<file path="src/htu_pkg.sv">
// Shared constants and types for the text box hit test unit.
// Used by the controller, the datapath and the top level; no dependencies.
`default_nettype none

package htu_pkg;

  // table geometry
  localparam int MAX_BOXES = 1024;
  localparam int ADDR_W    = $clog2(MAX_BOXES);
  localparam int COUNT_W   = ADDR_W + 1;

  // field widths
  localparam int COORD_W   = 20;
  localparam int SIZE_W    = COORD_W - 1;
  localparam int ENTRY_W   = 2 * COORD_W + 2 * SIZE_W;
  localparam int RES_W     = ADDR_W + 2;

  // doubled offset, its magnitude, square and sum of squares
  localparam int OFF_W     = COORD_W + 3;
  localparam int MAG_W     = OFF_W - 1;
  localparam int SQ_W      = 2 * MAG_W;
  localparam int SUM_W     = SQ_W + 1;

  // pipeline stages after the read issue, minus one
  localparam int DRAIN_LAST = 2;

  // command codes
  localparam logic CMD_WRITE = 1'b0;
  localparam logic CMD_QUERY = 1'b1;

  // controller to datapath commands
  typedef struct packed {
    logic              load;
    logic              wr_en;
    logic              rd_en;
    logic [ADDR_W-1:0] rd_addr;
  } htu_cmd_t;

endpackage

`default_nettype wire

</file>
<file path="src/htu_controller.sv">
// Controller of the hit test unit: box count register, table scan sequencer
// and result strobe. Depends on htu_pkg.
`default_nettype none

module htu_controller (
  input  wire logic                          clk_i,
  input  wire logic                          rst_ni,
  input  wire logic                          start_i,
  input  wire logic                          cmd_i,
  input  wire logic                          cfg_we_i,
  input  wire logic [htu_pkg::COUNT_W-1:0]   cfg_wdata_i,
  output htu_pkg::htu_cmd_t                  cmd_o,
  output logic                               busy_o,
  output logic                               done_o
);

  import htu_pkg::*;

  localparam logic [1:0] ST_IDLE  = 2'd0;
  localparam logic [1:0] ST_SCAN  = 2'd1;
  localparam logic [1:0] ST_DRAIN = 2'd2;
  localparam logic [1:0] ST_DONE  = 2'd3;

  localparam logic [COUNT_W-1:0] COUNT_MAX = COUNT_W'(MAX_BOXES);

  logic [1:0]         state_q, state_d;
  logic [COUNT_W-1:0] box_count_q;
  logic [COUNT_W-1:0] n_q, n_d, n_eff;
  logic [COUNT_W-1:0] ctr_q, ctr_d;
  logic [1:0]         drain_q, drain_d;
  logic               accept;

  // box count register
  always_ff @(posedge clk_i or negedge rst_ni) begin
    if (!rst_ni) begin
      box_count_q <= '0;
    end else if (cfg_we_i) begin
      box_count_q <= cfg_wdata_i;
    end
  end

  assign n_eff  = (box_count_q > COUNT_MAX) ? COUNT_MAX : box_count_q;
  assign accept = start_i && (state_q == ST_IDLE);

  // sequencer
  always_comb begin
    state_d       = state_q;
    n_d           = n_q;
    ctr_d         = ctr_q;
    drain_d       = drain_q;
    cmd_o         = '0;
    cmd_o.rd_addr = ctr_q[ADDR_W-1:0];
    unique case (state_q)
      ST_IDLE: begin
        if (accept && cmd_i == CMD_WRITE) begin
          cmd_o.wr_en = 1'b1;
        end else if (accept && cmd_i == CMD_QUERY) begin
          cmd_o.load = 1'b1;
          n_d        = n_eff;
          ctr_d      = '0;
          state_d    = (n_eff == '0) ? ST_DONE : ST_SCAN;
        end
      end
      ST_SCAN: begin
        cmd_o.rd_en = 1'b1;
        if (ctr_q == n_q - 1'b1) begin
          drain_d = '0;
          state_d = ST_DRAIN;
        end else begin
          ctr_d = ctr_q + 1'b1;
        end
      end
      ST_DRAIN: begin
        drain_d = drain_q + 1'b1;
        if (drain_q == 2'(DRAIN_LAST)) begin
          state_d = ST_DONE;
        end
      end
      ST_DONE: begin
        state_d = ST_IDLE;
      end
      default: begin
        state_d = ST_IDLE;
      end
    endcase
  end

  always_ff @(posedge clk_i or negedge rst_ni) begin
    if (!rst_ni) begin
      state_q <= ST_IDLE;
      n_q     <= '0;
      ctr_q   <= '0;
      drain_q <= '0;
    end else begin
      state_q <= state_d;
      n_q     <= n_d;
      ctr_q   <= ctr_d;
      drain_q <= drain_d;
    end
  end

  assign busy_o = (state_q != ST_IDLE);
  assign done_o = (state_q == ST_DONE);

  // a result strobe is always followed by an idle cycle
  a_done_then_idle: assert property (@(posedge clk_i) disable iff (!rst_ni)
    done_o |=> !busy_o)
    else $error("busy after result strobe");

  // table reads stay inside the entries in use
  a_read_in_range: assert property (@(posedge clk_i) disable iff (!rst_ni)
    cmd_o.rd_en |-> (ctr_q < n_q) && (n_q <= COUNT_MAX))
    else $error("table read beyond box count");

  // a query over an empty table answers in the next cycle
  a_empty_query: assert property (@(posedge clk_i) disable iff (!rst_ni)
    (accept && cmd_i == CMD_QUERY && n_eff == '0) |=> done_o)
    else $error("empty query did not finish at once");

  // a table write never occupies the unit
  a_write_no_busy: assert property (@(posedge clk_i) disable iff (!rst_ni)
    (accept && cmd_i == CMD_WRITE) |=> !busy_o)
    else $error("write transaction left unit busy");

endmodule

`default_nettype wire
</file>
<file path="config.mk">
export PLATFORM = sky130hd
export DESIGN_NAME = htu_controller
export DESIGN_NICKNAME = d
export VERILOG_FILES = /design/src/htu_pkg.sv /design/src/htu_controller.sv
export SDC_FILE = /design/constraint.sdc
export NUM_CORES = 1
export LEC_CHECK = 0
export BUFFER_PORTS_ARGS = -buffer_cell sky130_fd_sc_hd__clkbuf_2
export CORE_MARGIN = 2
export CORE_UTILIZATION = 51
export DETAILED_ROUTE_END_ITERATION = 6
export PLACE_DENSITY = 0.72
export SYNTH_ARGS = -nofsm -noshare
export SYNTH_HDL_FRONTEND = slang
export SYNTH_SLANG_ARGS = --single-unit
</file>
<file path="constraint.sdc">
create_clock -name clk_i -period 5.6 [get_ports clk_i]
set_input_delay 1.12 -clock clk_i [delete_from_list [all_inputs] [get_ports clk_i]]
set_output_delay 1.12 -clock clk_i [all_outputs]
set_load 0.05 [all_outputs]
</file>
# ---- After elaboration in Yosys (flattened, before gate mapping)
# Index checks and enable logic that the tools add are counted.
dict set report word_totals {
  reg_bits 37
  word_cells 51
  out_inout_bits 15
}
dict set report op_classes {
  muxes 18
  magnitude_cmp 1
  bitwise 2
  reduce_logical 12
  addsub 3
  eq_ne 10
}
# cell count
set ops {}
lappend ops {{2-to-1 mux 11 bit} 4}
lappend ops {{case mux 11 bit (2 select lines)} 1}
lappend ops {{2-to-1 mux 2 bit} 7}
lappend ops {{adder 11 x 1 -> 11 bit (second input constant)} 1}
lappend ops {{equality test 11 bit} 1}
lappend ops {{> comparator 11 bit (second input constant)} 1}
lappend ops {{zero test 11 bit} 1}
lappend ops {{subtractor 11 x 1 -> 11 bit (second input constant)} 1}
lappend ops {{inequality test 2 bit (second input constant)} 4}
lappend ops {{case mux 2 bit (4 select lines)} 1}
lappend ops {{AND reduction 4 bit} 2}
lappend ops {{equality test 2 bit (second input constant)} 3}
lappend ops {{nonzero test 2 bit} 3}
lappend ops {{2-to-1 mux 1 bit} 4}
lappend ops {{case mux 2 bit (2 select lines)} 1}
lappend ops {{logical AND 1 bit} 3}
lappend ops {{AND reduction 3 bit} 1}
lappend ops {{adder 2 x 1 -> 2 bit (second input constant)} 1}
lappend ops {{equality test 2 x 1 -> 1 bit (second input constant)} 1}
lappend ops {{zero test 2 bit} 1}
lappend ops {{inequality test 2 x 1 -> 1 bit (second input constant)} 1}
lappend ops {{inverter 1 bit} 2}
lappend ops {{AND reduction 2 bit} 1}

# ---- Depth between registers and ports, before layout
dict set report logic_depth {
  depth_word 7
  depth_mapped 11
}

# ---- Least setup slack after synthesis
# Ideal clock, no wire load.
dict set report synth_path {
  path_type {input -> output}
  start {in start_i}
  end {out cmd_o[11] (netlist bit)}
  path_stages 2
  path_slack_ns 2.671
  t_required_ns 4.480
  n_path_buf 0
  t_arrival_ns 1.809
  cell_sequence {nand2_1 -> nor2_1}
}
# item line_no
set synth_rtl {}
lappend synth_rtl {{start: declaration} htu_controller.sv:8} ;# input wire logic start_i,
lappend synth_rtl {{end: declaration} htu_controller.sv:12} ;# output htu_pkg::htu_cmd_t cmd_o,

==> results.md <==
* Area contributors post-synth: dfrtp_1 41%, mux2_2 6.0%, ha_1 3.9%, buf_4 3.3%, nand2_1 2.8%
* F_max at between 0.2 and 0.3 GHz
* Final max-slew violation count at 0
* Detailed-route via count at about 1700
* VDD IR max at ~220 uV
* Worst flop-to-flop path endpoint: ctr_q[10]
* Layout cells sized above 1 at 22.3%
* R2R Path Start: n_q[2]
* Initial antenna violation count at 0
* ANT nets after route at 0
* Sequential power share at about a third
* Final instance count without filler cells at roughly 300
* Area leader, netlist: dfrtp_1
* Setup TNS at 0 ns
* Core area at 4290 sq um
* Comb pwr share at approximately 44%
* Gr ovfl total at 0
* CP required at about 4.5 ns
* Max Root-Sink Buffers at 2
* Max-cap viol count at 0
* Post-CTS sizing at 0
* Setup Crit Path Kind: primary input to primary output
* Post-Syn Instances at 230
* Critical path arrival at 2.25 ns
* First-pass GRT wire length at around 7.7 mm
* DRC at 0
* Placer Congestion at around 0.76
* #FFs+latches synth at 37
* Mapped Area at 2250 sq um
* Nets at ~270
* R2R setup slack at between 2 and 3 ns
* Final Hold Viols at 0
* Critical Path End Type: primary output
* # setup viols final at 0
* Largest net degree at the start of global routing at 38
* Post-CTS Setup Bufs at 0
* Hold slack at 0.511 ns
* IO buf count at 30
* CTS tree: built
* # diodes at 0
* # rows at 24
* Avg Cell Area, Syn at around 10 sq um
* Int Pwr at 741 uW
* Worst skew pair latency at 0.29 ns
* Gr usage total at 19.5%
* Reg2Reg Depth at 7
* Share of power burned in the clock network at between 20% and 30%
* Main flop type after synthesis: dfrtp_1
* Area Growth Syn to Fin at 9.94%
* Vias per cell at 5.72
* Yosys warns at 0
* Post-Syn Nets at around 250
* Most frequent cells after synthesis: 37 x dfrtp_1, 17 x nand2_1, 12 x mux2_2
* Hold-fix buffers at CTS at 0
* Share of synthesized registers carrying an async set or reset at between 90% and 100%
* Switching portion of total power at between 40% and 50%
* Slew at the pin closest to its max-slew limit at between 0.8 and 0.9 ns
* Worst hold path type: flop to flop
* Die X at 70.5 um
* Slew margin rel. at about two fifths
* I/O pin cnt at 31
* DPL Wire Length at 3.22 mm
* Die area at 4970 sq um
* Clk_skew at roughly 0.0036 ns
* CTS buffer count at 5
* Final core utilization at a little under 60%
* Count leader, synth: dfrtp_1
* Sw Pwr at between 500 and 600 uW
* Seq/Total Area, Yosys at 41.1%
* Clk Tree Root Cell: clkbuf_8
* Fin crit period at between 3 and 4 ns
* Hold Crit Start: drain_q[0]
* Clock sink total at 37
* Filler cells at about 400
* Critical-path maximum fanout at 16
* Die Y at a little over 70 um
* Post-synth top area share at slightly above 40%
* Final worst-path cycle share at around 60%
* Static leakage at 0.00113 uW
* Netlist cell types at 51
* RSZ-0062 raised after global routing: no
* Crit path launch type: primary input
* Pwr dens at between 500 and 600 nW/um^2
* DP Cell Count at 295
* Starting Density at between 50% and 60%
* Status: finished clean
* H-tree depth at 2
* DR WL/cell at around 14 um
* Total wire length at ~4.3 mm
* Worst-path clk slew at ~0.08 ns
* 1st-pass router iterations at 4
* Vias in the first global route at around 1700
* Hold Path Depth at 1
* EDFF count, synth at 0
* First DRT Iteration DRCs at 62
* Worst hold endpoint: drain_q[0]
-- routing by layer --
layer / wire (um) / vias to the layer above / global-route usage (%)
li1: - / 866 / -
met1: 2020 / 821 / 25.7
met2: 2060 / 36 / 32.3
met3: 158 / 9 / 3.90
met4: 72 / 0 / 5.98
met5: 0 / - / 0
-- worst max-delay path, stage by stage --
cell,delay [ns]
clkbuf_2,0.10
nand3_1,0.41
inv_2,0.30
clkbuf_2,0.32
-- cell usage in the layout, fill, tap and decap left out, types with 6 or more instances in the layout --
master,instances
nand2_1,17
o21ai_0,10
nand3_1,8
or3_1,6
a21oi_1,9
mux2_2,12
ha_1,7
clkbuf_2,30
dfrtp_1,37
nor2_1,8
o21ai_1,7
inv_1,10
-- power by group through the flow --
stage	sequential (uW)	clock (uW)	combinational (uW)
after global routing	454	294	626
after detailed placement	445	0	559
after global placement	441	0	550
after CTS	439	285	562
after floorplan	404	0	500
final	439	282	560
-- state kept, by name, indices dropped and copies added, names as in the netlist --
register     flops
box_count_q     11
ctr_q           11
drain_q          2
n_q             11
state_q          2
-- worst max path at each step --
stage                        from        end  depth (start not counted)
after global routing      start_i  cmd_o[12]                          4
final                     start_i  cmd_o[12]                          4
after global placement    start_i  cmd_o[12]                          4
after detailed placement  start_i  cmd_o[12]                          4
after CTS                 start_i  cmd_o[12]                          4
after floorplan           start_i  cmd_o[11]                          2
-- final cells by class --
class                      count  area [sq um]  share of cell area (%)
inverter                      11          41.3                    1.67
tap                           52          65.1                    2.63
clock buffer                   5          68.8                    2.78
clock inverter                 3          68.8                    2.78
multi-input combinational    165          1160                    46.7
timing repair buffer          30           150                    6.06
sequential                    37           926                    37.4
-- metrics by stage --
step	total power, uW	worst slack, ns	cell area (sq um)
floorplan	903	2.67	2250
global placement	991	2.25	2340
detailed placement	1000	2.23	2340
CTS	1290	2.22	2480
global route	1370	2.10	2480
finish	1280	2.23	2480
-- kinds of logic (layout without fill, tap and decap cells) --
| kind of cell | after synthesis | after routing | share of synthesized area, % |
|---|---|---|---|
| buffers and inverters | 28 | 49 | 7.55 |
| AOI/OAI and AO/OA | 48 | 48 | 14.1 |
| DFF | 37 | 37 | 41.1 |
| and+or+nand+nor | 86 | 86 | 22.5 |
| xor gates and xnor gates | 10 | 10 | 3.89 |
| muxes | 14 | 14 | 6.94 |
| adders and majority gates | 7 | 7 | 3.89 |
No activity file was read; power rests on OpenSTA's default activity.
